<file path="config.mk">
export PLATFORM = sky130hd
export DESIGN_NAME = quad_lane_spi_dac_frame_serializer_top
export DESIGN_NICKNAME = d
export VERILOG_FILES = /design/src/hw/rtl/qlsds_pkg.sv /design/src/hw/rtl/qlsds_lane.sv /design/src/hw/rtl/qlsds_seq.sv /design/src/hw/rtl/qlsds_out.sv /design/src/hw/rtl/quad_lane_spi_dac_frame_serializer_top.sv
export SDC_FILE = /design/constraint.sdc
export NUM_CORES = 1
export LEC_CHECK = 0
export BUFFER_PORTS_ARGS = -buffer_cell sky130_fd_sc_hd__buf_2
export CAP_MARGIN = 20
export CORE_MARGIN = 2
export CORE_UTILIZATION = 50
export DETAILED_ROUTE_END_ITERATION = 16
export GPL_ROUTABILITY_DRIVEN = 0
export GPL_TIMING_DRIVEN = 0
export PLACE_DENSITY = 0.76
export SYNTH_ARGS = -nofsm -noshare
export SYNTH_HDL_FRONTEND = slang
export SYNTH_HIERARCHICAL = 1
export SYNTH_SLANG_ARGS = --single-unit
</file>
<file path="constraint.sdc">
create_clock -name clk -period 3.15 [get_ports clk]
set_clock_uncertainty 0.15 [all_clocks]
set_input_delay 0.1575 -clock clk [delete_from_list [all_inputs] [get_ports clk]]
set_output_delay 0.1575 -clock clk [all_outputs]
set_load 0.005 [all_outputs]
</file>
<file path="src/hw/rtl/qlsds_pkg.sv">
// shared constants and types for the quad-lane dac frame serializer
package qlsds_pkg;

    localparam int FRAME_BITS    = 24;
    localparam int BIT_W         = $clog2(FRAME_BITS);
    localparam int MAX_LANES     = 4;
    localparam int LANES_DEFAULT = 4;
    localparam int CODE_W        = 16;
    localparam int FRAME_PAIR_W  = 2 * FRAME_BITS;

    // input tdata layout: code_a0, code_b0 .. code_a3, code_b3, raw_command
    localparam int S_TDATA_W   = 2 * MAX_LANES * CODE_W + FRAME_BITS;
    localparam int RAW_LSB     = 2 * MAX_LANES * CODE_W;
    // output tdata layout: lane_bits, frame_index, bit_index, load_hold, frame_end
    localparam int M_FIELD_W   = MAX_LANES + 1 + BIT_W + 1 + 1;
    localparam int M_TDATA_W   = ((M_FIELD_W + 7) / 8) * 8;

    localparam logic [FRAME_BITS-1:0] CMD_WRITE_UPDATE = FRAME_BITS'(3 << 19);
    localparam logic [FRAME_BITS-1:0] ADDR_CH_A        = FRAME_BITS'(0 << 16);
    localparam logic [FRAME_BITS-1:0] ADDR_CH_B        = FRAME_BITS'(1 << 16);
    localparam logic [BIT_W-1:0]      BIT_FIRST        = BIT_W'(FRAME_BITS - 1);

    localparam logic KIND_UPDATE    = 1'b0;
    localparam logic KIND_BROADCAST = 1'b1;

    typedef struct packed {
        logic             frame_index;
        logic [BIT_W-1:0] bit_index;
        logic             load_hold;
        logic             frame_end;
        logic             last;
    } ctl_t;

endpackage

</file>
<file path="src/hw/rtl/qlsds_lane.sv">
// one data lane: holds both frames of its chip, or the broadcast frame, and shifts them out msb first
module qlsds_lane
(
    input  logic                              clk,
    input  logic                              load,
    input  logic                              shift,
    input  logic                              kind,
    input  logic [qlsds_pkg::CODE_W-1:0]      code_a,
    input  logic [qlsds_pkg::CODE_W-1:0]      code_b,
    input  logic [qlsds_pkg::FRAME_BITS-1:0]  raw_command,
    output logic                              lane_bit
);
    import qlsds_pkg::*;

    logic [FRAME_PAIR_W-1:0] sreg_reg;
    logic [FRAME_PAIR_W-1:0] sreg_next;
    logic [FRAME_BITS-1:0]   frame_a;
    logic [FRAME_BITS-1:0]   frame_b;

    assign frame_a = CMD_WRITE_UPDATE | ADDR_CH_A | FRAME_BITS'(code_a);
    assign frame_b = CMD_WRITE_UPDATE | ADDR_CH_B | FRAME_BITS'(code_b);

    always_comb
    begin
        sreg_next = sreg_reg;
        if (load)
        begin
            if (kind == KIND_BROADCAST)
            begin
                sreg_next = {raw_command, {FRAME_BITS{1'b0}}};
            end
            else
            begin
                sreg_next = {frame_a, frame_b};
            end
        end
        else if (shift)
        begin
            sreg_next = {sreg_reg[FRAME_PAIR_W-2:0], 1'b0};
        end
    end

    always_ff @(posedge clk)
    begin
        sreg_reg <= sreg_next;
    end

    assign lane_bit = sreg_reg[FRAME_PAIR_W-1];

endmodule

</file>
<file path="src/hw/rtl/qlsds_seq.sv">
// bit and frame sequencer shared by all lanes
module qlsds_seq
(
    input  logic             clk,
    input  logic             rst_n,
    input  logic             load,
    input  logic             kind,
    input  logic             advance,
    output logic             busy,
    output qlsds_pkg::ctl_t  ctl
);
    import qlsds_pkg::*;

    logic             busy_reg,  busy_next;
    logic             frame_reg, frame_next;
    logic             bcast_reg, bcast_next;
    logic [BIT_W-1:0] bit_reg,   bit_next;
    logic             at_end;
    logic             item_last;

    assign at_end    = (bit_reg == '0);
    assign item_last = at_end && (bcast_reg || frame_reg);

    always_comb
    begin
        busy_next  = busy_reg;
        frame_next = frame_reg;
        bcast_next = bcast_reg;
        bit_next   = bit_reg;
        if (load)
        begin
            busy_next  = 1'b1;
            frame_next = 1'b0;
            bcast_next = kind;
            bit_next   = BIT_FIRST;
        end
        else if (advance)
        begin
            if (item_last)
            begin
                busy_next = 1'b0;
            end
            else if (at_end)
            begin
                // channel b frame follows channel a
                frame_next = 1'b1;
                bit_next   = BIT_FIRST;
            end
            else
            begin
                bit_next = bit_reg - BIT_W'(1);
            end
        end
    end

    always_ff @(posedge clk or negedge rst_n)
    begin
        if (!rst_n)
        begin
            busy_reg  <= 1'b0;
            frame_reg <= 1'b0;
            bcast_reg <= 1'b0;
            bit_reg   <= '0;
        end
        else
        begin
            busy_reg  <= busy_next;
            frame_reg <= frame_next;
            bcast_reg <= bcast_next;
            bit_reg   <= bit_next;
        end
    end

    assign busy            = busy_reg;
    assign ctl.frame_index = frame_reg;
    assign ctl.bit_index   = bit_reg;
    assign ctl.load_hold   = !bcast_reg;
    assign ctl.frame_end   = at_end;
    assign ctl.last        = item_last;

endmodule

</file>
<file path="src/hw/rtl/qlsds_out.sv">
// merging stage: joins lane bits with sequencer status into the output register
module qlsds_out
(
    input  logic                              clk,
    input  logic                              rst_n,
    input  logic                              advance,
    input  logic [qlsds_pkg::MAX_LANES-1:0]   lane_bits,
    input  qlsds_pkg::ctl_t                   ctl,
    input  logic                              m_tready,
    output logic                              m_tvalid,
    output logic [qlsds_pkg::M_TDATA_W-1:0]   m_tdata,
    output logic                              m_tlast
);
    import qlsds_pkg::*;

    logic                 valid_reg, valid_next;
    logic [M_TDATA_W-1:0] data_reg;
    logic                 last_reg;

    always_comb
    begin
        valid_next = valid_reg;
        if (advance)
        begin
            valid_next = 1'b1;
        end
        else if (m_tready)
        begin
            valid_next = 1'b0;
        end
    end

    always_ff @(posedge clk or negedge rst_n)
    begin
        if (!rst_n)
        begin
            valid_reg <= 1'b0;
        end
        else
        begin
            valid_reg <= valid_next;
        end
    end

    always_ff @(posedge clk)
    begin
        if (advance)
        begin
            data_reg <= M_TDATA_W'({ctl.frame_end, ctl.load_hold, ctl.bit_index,
                                    ctl.frame_index, lane_bits});
            last_reg <= ctl.last;
        end
    end

    assign m_tvalid = valid_reg;
    assign m_tdata  = data_reg;
    assign m_tlast  = last_reg;

endmodule

</file>
<file path="src/hw/rtl/quad_lane_spi_dac_frame_serializer_top.sv">
// top level of the quad-lane spi dac frame serializer
//
// each request drives four dual-channel 16-bit dacs that share bit clock and frame
// select, one data lane per chip. an update request (tuser kind 0) becomes two
// 24-bit frames sent msb first: channel a (command 3, address 0, code) then
// channel b (command 3, address 1, code), 48 output beats with load_hold high.
// a broadcast request (kind 1) sends raw_command on every active lane as 24
// beats with load_hold low. one output beat is one bit clock. the lane registers
// shift one bit per cycle while the output accepts beats; the next request is
// taken in the cycle the current item's last beat enters the output register,
// so items stream with no gap. lanes at or above min(LANES, 4) are driven 0.
module quad_lane_spi_dac_frame_serializer_top
#(
    parameter int LANES = qlsds_pkg::LANES_DEFAULT
)
(
    input  logic                              clk,
    input  logic                              rst_n,
    input  logic                              s_tvalid,
    output logic                              s_tready,
    // code_a0, code_b0, code_a1, code_b1, code_a2, code_b2, code_a3, code_b3,
    // raw_command (lowest bits first)
    input  logic [qlsds_pkg::S_TDATA_W-1:0]   s_tdata,
    // kind
    input  logic [0:0]                        s_tuser,
    output logic                              m_tvalid,
    input  logic                              m_tready,
    // lane_bits, frame_index, bit_index, load_hold, frame_end, zero fill
    // (lowest bits first)
    output logic [qlsds_pkg::M_TDATA_W-1:0]   m_tdata,
    // last
    output logic                              m_tlast
);
    import qlsds_pkg::*;

    localparam int NL = (LANES > MAX_LANES) ? MAX_LANES : LANES;

    logic                  load;
    logic                  advance;
    logic                  busy;
    ctl_t                  ctl;
    logic [MAX_LANES-1:0]  lane_bits;

    // while busy, a beat moves into the output register whenever that register is free
    assign advance  = busy && (!m_tvalid || m_tready);
    // free to load when idle, or when the final beat is moving into the output register this cycle
    assign s_tready = !busy || (advance && ctl.last);
    assign load     = s_tvalid && s_tready;

    qlsds_seq u_seq
    (
        .clk     (clk),
        .rst_n   (rst_n),
        .load    (load),
        .kind    (s_tuser[0]),
        .advance (advance),
        .busy    (busy),
        .ctl     (ctl)
    );

    // one shift lane per active chip, unused lanes tied low
    for (genvar i = 0; i < MAX_LANES; i++)
    begin : g_lane
        if (i < NL)
        begin : g_on
            qlsds_lane u_lane
            (
                .clk         (clk),
                .load        (load),
                .shift       (advance),
                .kind        (s_tuser[0]),
                .code_a      (s_tdata[2*CODE_W*i +: CODE_W]),
                .code_b      (s_tdata[2*CODE_W*i+CODE_W +: CODE_W]),
                .raw_command (s_tdata[RAW_LSB +: FRAME_BITS]),
                .lane_bit    (lane_bits[i])
            );
        end
        else
        begin : g_off
            assign lane_bits[i] = 1'b0;
        end
    end

    qlsds_out u_out
    (
        .clk       (clk),
        .rst_n     (rst_n),
        .advance   (advance),
        .lane_bits (lane_bits),
        .ctl       (ctl),
        .m_tready  (m_tready),
        .m_tvalid  (m_tvalid),
        .m_tdata   (m_tdata),
        .m_tlast   (m_tlast)
    );

endmodule

</file>
==> flow_summary.toml, run 1 <==
[synth]
synth_area_leaders = "edfxtp_1, a22o_1, mux2i_1"
avgSynthCellArea_um2 = 14.5
synth-edff-count = 205
synth_most_common_cell = "edfxtp_1"
synth_area_mm2 = 0.00949
synth_top_area_cell = "edfxtp_1"
synth.yosys.warnings = 6
synth_top_area_share_pct = 64.9
async_flop_share_pct = 4.21
ys_ff_latch = 214
synth_ff_type = "edfxtp_1"
netlist_instances = 655
synth_common_cells = "edfxtp_1, a22o_1, nor2_1"
synthDistinctLibCells = 39
yosysSeqAreaShare_pct = 67.3

[timing]
period_minus_slack_ps = 2940
fin_crit_sh_pct = 93.5
maxSlewViolCount = 0
layout_setup_ws_ps = 206
setup_tns_ps = 0
worstMarginPinSlew_ps = 666
setup_viol = 0
finalHoldViolations = 0
timing.fmax_mhz = 340
hold-worst-slack_ps = 11.3
relSlewSlack_pct = 55.4

[clock_tree]
cts.htree.levels = 1
clock-sinks = 214
cts-root-buf = "clkbuf_16"
tritoncts = "built"
cts_buffer_depth = 3
cts.clk_slew.worst_paths_ps = 60
worstSkewPairLatency_ps = 500
cts_made_buffers = 23

[routing]
post-route-drc-count = 0
ant_nets = 0
via_per_inst = 5.66
wirelength_um = 26600
drtIter0Drc = 503
avgRoutedWirePerCell_um = 20.4
via_count = 7378
dr.pass1.iters = 5

[grt]
grt_max_degree = 25
gr-total-overflow = 0
grt_pass1_vias = 7655
grt_first_pass_wirelength_um = 39900
antenna_found_initial = 0
grt_util_all_layers_pct = 25.6

[die]
num_rows = 50
ios = 176
core-area_mm2 = 0.0186
die_h_um = 142
dieArea_mm2 = 0.0201
start_util_pct = 50.9
die_x_um = 142

[setup_path]
crit_path_start_kind = "flop"
worstSetupPathType = "flop to flop"
worstPathRequired_ps = 3220
arrival_ps = 3010
crit_path_end_kind = "flop"
path_max_fanout = 10

[run]
maxCapViolCount = 0

[place]
pre_cts_ws_ps = -393
port_buffers = 171
dp.cells = 1063
dp_hpwl_um = 14200

[finish]
finalNonFillerCells = 1303
largest_reg_flops = 192
fillers = 1227
postLayoutCoreUtil_pct = 71.6
seqCellArea_mm2 = 0.00638
multi_input_area_mm2 = 0.00277
syn_to_final_growth_pct = 40.7
nets = 1207
drive_above_1_share_pct = 26.7

[power_and_ir_drop]
irDropWorstVdd_mv = 0.512
p_per_area_mw_per_mm2 = 933
p_leak_uw = 0.00552

[worst_hold_path]
hold_class = "primary input to flop"

[run_status]
status = "complete, no violations"
worst max-delay path, stage by stage, from the launching register on:
cell	delay, ps
dfrtp_1	410
inv_1	100
ha_1	180
nor4b_4	310
and2_1	170
buf_2	140
buf_4	120
nand2_1	70
o22ai_4	150
buf_12	150
buf_6	130
buf_1	390
a21oi_1	160
path summary, 6_finish.rpt:
kind	start	end	slack [ps]	cells past startpoint
setup / recovery	u_seq/bit_reg[0]	g_lane[2].g_on.u_lane/sreg_reg[36]	210	12
hold / removal	s_tdata[129]	g_lane[2].g_on.u_lane/sreg_reg[25]	10	3
setup reg to reg	u_seq/bit_reg[0]	g_lane[2].g_on.u_lane/sreg_reg[36]	210	12
hold reg to reg	g_lane[2].g_on.u_lane/sreg_reg[47]	u_out/m_tdata[2]	280	0
max in group asynchronous	rst_n	u_seq/frame_reg	2010	3
min in group asynchronous	rst_n	u_out/m_tvalid	530	3
through the flow:
step | area [um2] | power (uW)
2_1_floorplan | 9510 | 8240
3_3_place_gp | 10700 | 9120
3_5_place_dp | 10700 | 9260
4_1_cts | 13200 | 12100
5_1_grt | 13300 | 13100
6_report | 13300 | 12500
kinds of logic (layout without fill, tap and decap cells):
group                    after synthesis  count (layout)  synth area share (%)
flip-flops                           214             214                  67.3
adder cells (fa/ha/maj)                1               1                 0.132
buffers and inverters                 69             464                  4.91
AO/OA/AOI/OAI                        181             181                  13.9
AND/OR/NAND/NOR                      125             137                  7.00
other                                  1               8                0.0395
multiplexers                          64              64                  6.75
power breakdown:
group | leakage, uW | internal [uW] | switching (uW)
Sequential | 0.00215 | 5460 | 517
Combinational | 0.00302 | 1810 | 2090
Clock | 0.000343 | 1510 | 1070
Total | 0.00552 | 8770 | 3680
area by class of cell:
class | count | share of cell area (%)
Multi-Input combinational cell | 387 | 20.8
Sequential cell | 214 | 47.8
Buffer | 58 | 3.29
Clock buffer | 31 | 4.54
Tap cell | 234 | 2.19
Timing Repair Buffer | 354 | 20.3
Clock inverter | 10 | 0.713
Antenna cell | 4 | 0.0750
Inverter | 11 | 0.309
timing repair:
action,CTS,global route
pin swaps,0,8
setup endpoints to repair,198,342
gates resized for setup,9,15
hold buffers,178,0
cloned,5,7
setup buffers,0,4
endpoints found under the hold margin,171,0
per-layer routing:
metal | GRT usage, % | up-vias | routed length [um]
met5 | 0 | - | 0
met4 | 10.9 | 0 | 1120
met3 | 4.93 | 93 | 1700
met2 | 44.4 | 346 | 13300
met1 | 31.4 | 3637 | 10500
li1 | - | 3302 | -
placed cells by master, fill, tap and decap left out, types with 20 or more instances in the layout:
cell type	instances
edfxtp_1	205
buf_2	187
dlygate4sd3_1	178
a22o_1	84
nor2_1	67
a21oi_1	65
mux2i_1	64
clkbuf_16	23
buf_6	20
nor2b_1	20
Note: power is estimated with default switching activity, not from simulation.
==> inputs of run 2 (changes only) <==
Settings changed: SYNTH_HIERARCHICAL 1 to not set.
==> flow_summary.toml, run 2 <==
[finish]
multi_input_area_mm2 = 0.00249
largest_reg_flops = 192
finalNonFillerCells = 1213
final_cell_mix = "edfxtp_1, buf_2, dlygate4sd3_1"
nets = 1122
syn_to_final_growth_pct = 32.6
layout_commonest_cell = "edfxtp_1"
fillers = 1273
seqCellArea_mm2 = 0.00638
drive_above_1_share_pct = 28.9
diodes = 0

[setup_path]
r2r_setup_slack_ps = 160
crit_end = "g_lane[3].g_on.u_lane.sreg_reg[46]"
arrival_ps = 2970
path_max_fanout = 45
worstPathRequired_ps = 3130
path_delay_family = "simple AND/OR/NAND/NOR gates"
reg2reg_to = "g_lane[3].g_on.u_lane.sreg_reg[46]"
path_depth = 7
critPathBufInv = 2
worstPathCellList = "inv_1, ha_1, or4b_4, o31ai_4, nand2_1, buf_4, nand2_4"
cp-startpoint = "u_seq.bit_reg[0]"
worstSetupPathType = "flop to flop"
critPathMaxStageDelay_ps = 510
crit_path_end_kind = "flop"
crit_path_start_kind = "flop"
reg2reg_from = "u_seq.bit_reg[0]"
slowest_stage = "or4b_4"
r2r_cells = 7

[place]
port_buffers = 171
dp.cells = 1063
pre_cts_ws_ps = -580
dp_hpwl_um = 12800

[routing]
drtIter0Drc = 415
wirelength_um = 21800
post-route-drc-count = 0
via_per_inst = 5.36
via_count = 6496
ant_nets = 0
avgRoutedWirePerCell_um = 18.0
dr.pass1.iters = 5

[timing]
worstMarginPinSlew_ps = 617
period_minus_slack_ps = 2990
timing.fmax_mhz = 335
layout_setup_ws_ps = 164
setup_viol = 0
fin_crit_sh_pct = 94.8
setup_tns_ps = 0
maxSlewViolCount = 0
finalHoldViolations = 0
rsz0062_at_grt = "no"
relSlewSlack_pct = 58.8

[synth]
synthSimpleGateAreaFrac_pct = 3.94
synth_xor_xnor_area_share_pct = 0
synth_most_common_cell = "edfxtp_1"
synth-edff-count = 205
synthDistinctLibCells = 35
synth_common_cells = "edfxtp_1, inv_1, o21ai_0"
async_flop_share_pct = 4.21
avgSynthCellArea_um2 = 14.4
synth_ff_type = "edfxtp_1"
synthAdderAreaFrac_pct = 0.133
yosysSeqAreaShare_pct = 67.9
synth_area_mm2 = 0.00939
synth_top_area_share_pct = 65.5
ys_ff_latch = 214
synth_top_family_by_area = "compound AO/OA/AOI/OAI gates"
synth.yosys.warnings = 0
netlist_instances = 654
synth_top_area_cell = "edfxtp_1"
synth_area_leaders = "edfxtp_1, a22o_1, mux2_2"
synth.area.mux_share_pct = 7.67
synth_compound_gate_area_share_pct = 14.0

[grt]
grt_first_pass_wirelength_um = 33900
grt_util_all_layers_pct = 21.7
antenna_found_initial = 0
grt_pass1_vias = 6639
grt_max_degree = 53
gr-total-overflow = 0

[die]
die_h_um = 141
ios = 176
dieArea_mm2 = 0.0199
start_util_pct = 50.6
die_x_um = 141
core-area_mm2 = 0.0186
num_rows = 50

[clock_tree]
cts.htree.levels = 1
cts_made_buffers = 23
cts_buffer_depth = 3
cts-root-buf = "clkbuf_16"
worstSkewPairLatency_ps = 500
cts.clk_slew.worst_paths_ps = 60
post_cts_buffers = 0
clock-sinks = 214
tritoncts = "built"

[run_status]
status = "complete, no violations"

[worst_hold_path]
hold_class = "primary input to flop"

[power_and_ir_drop]
irDropWorstVdd_mv = 0.412
p_per_area_mw_per_mm2 = 673
p_leak_uw = 0.00525

[run]
maxCapViolCount = 0
-- run 2: cell count changes after synthesis, moves of 21 or more --
| cell | change |
|---|---|
| mux2_2 | +40 |
| nor2_1 | -64 |
| and2_1 | +21 |
| inv_1 | +62 |
| mux2i_1 | -64 |
| a21o_1 | +23 |
| a21oi_1 | -62 |
| o21ai_0 | +68 |
| mux2_1 | +24 |
| a22o_1 | -23 |
-- run 2: worst min-delay path by stage --
stage / endpoint / slack, ps / depth (start not counted) / startpoint
2_1_floorplan: u_out.m_tvalid / -290 / 0 / rst_n
3_3_place_gp: u_out.m_tvalid / -120 / 1 / rst_n
3_5_place_dp: u_seq.bit_reg[3] / -120 / 1 / rst_n
4_1_cts: g_lane[1].g_on.u_lane.sreg_reg[39] / 0.6 / 4 / s_tdata[47]
5_1_grt: g_lane[2].g_on.u_lane.sreg_reg[47] / 10 / 3 / s_tdata[151]
6_report: g_lane[0].g_on.u_lane.sreg_reg[27] / 5 / 4 / s_tdata[3]
-- run 2: power breakdown --
part           switching (uW)  internal (uW)  total, uW
logic                     706            792       1500
registers                 224           4050       4270
clock network            1070           1550       2620
total                    2000           6390       8390
-- run 2: final cells by class --
type	count	share of cell area [%]
Sequential cell	214	51.2
Multi-Input combinational cell	327	20.0
Timing Repair Buffer	280	15.9
Clock buffer	30	4.99
Buffer	45	2.50
Tap cell	234	2.35
Inverter	73	2.20
Clock inverter	10	0.854
-- run 2: cells by family (layout without fill, tap and decap cells) --
kind of cell / Yosys count / count (layout)
AO/OA/AOI/OAI: 187 / 187
adder cells (fa/ha/maj): 1 / 1
buffers and inverters: 119 / 438
flip-flops: 214 / 214
multiplexers: 64 / 64
other: 1 / 4
AND/OR/NAND/NOR: 68 / 71
-- run 2: tightest hold or removal path, stage by stage --
cell and delay, ps:
buf_2 80, inv_1 30, o21ai_0 150, mux2_1 130
-- run 2: timing repair --
| item | CTS | global route |
|---|---|---|
| resized for setup | 1 | 1 |
| hold endpoints to repair | 103 | 0 |
| pin swaps | 1 | 0 |
| hold buffers | 107 | 0 |
| cloned | 4 | 0 |
| endpoints found under the setup margin | 192 | 51 |
-- run 2: layer usage --
layer	vias to the layer above	GRT usage (%)	routed length [um]	share of wire, %
li1	3039	-	-	-
met1	3184	28.6	9410	43
met2	229	37.1	10700	49
met3	44	3.94	1140	5.2
met4	0	6.16	530	2.4
met5	-	0	0	0
-- run 2: stage by stage --
stage	instance area [um2]	util, %	hold slack, ps	power [uW]
floorplan	9420	-	-288	5200
global placement	10600	56.9	-125	5590
detailed placement	10600	57.0	-123	5650
CTS	12500	67.1	0.622	8390
global route	12500	67.0	14.1	8750
finish	12500	67.0	4.65	8390
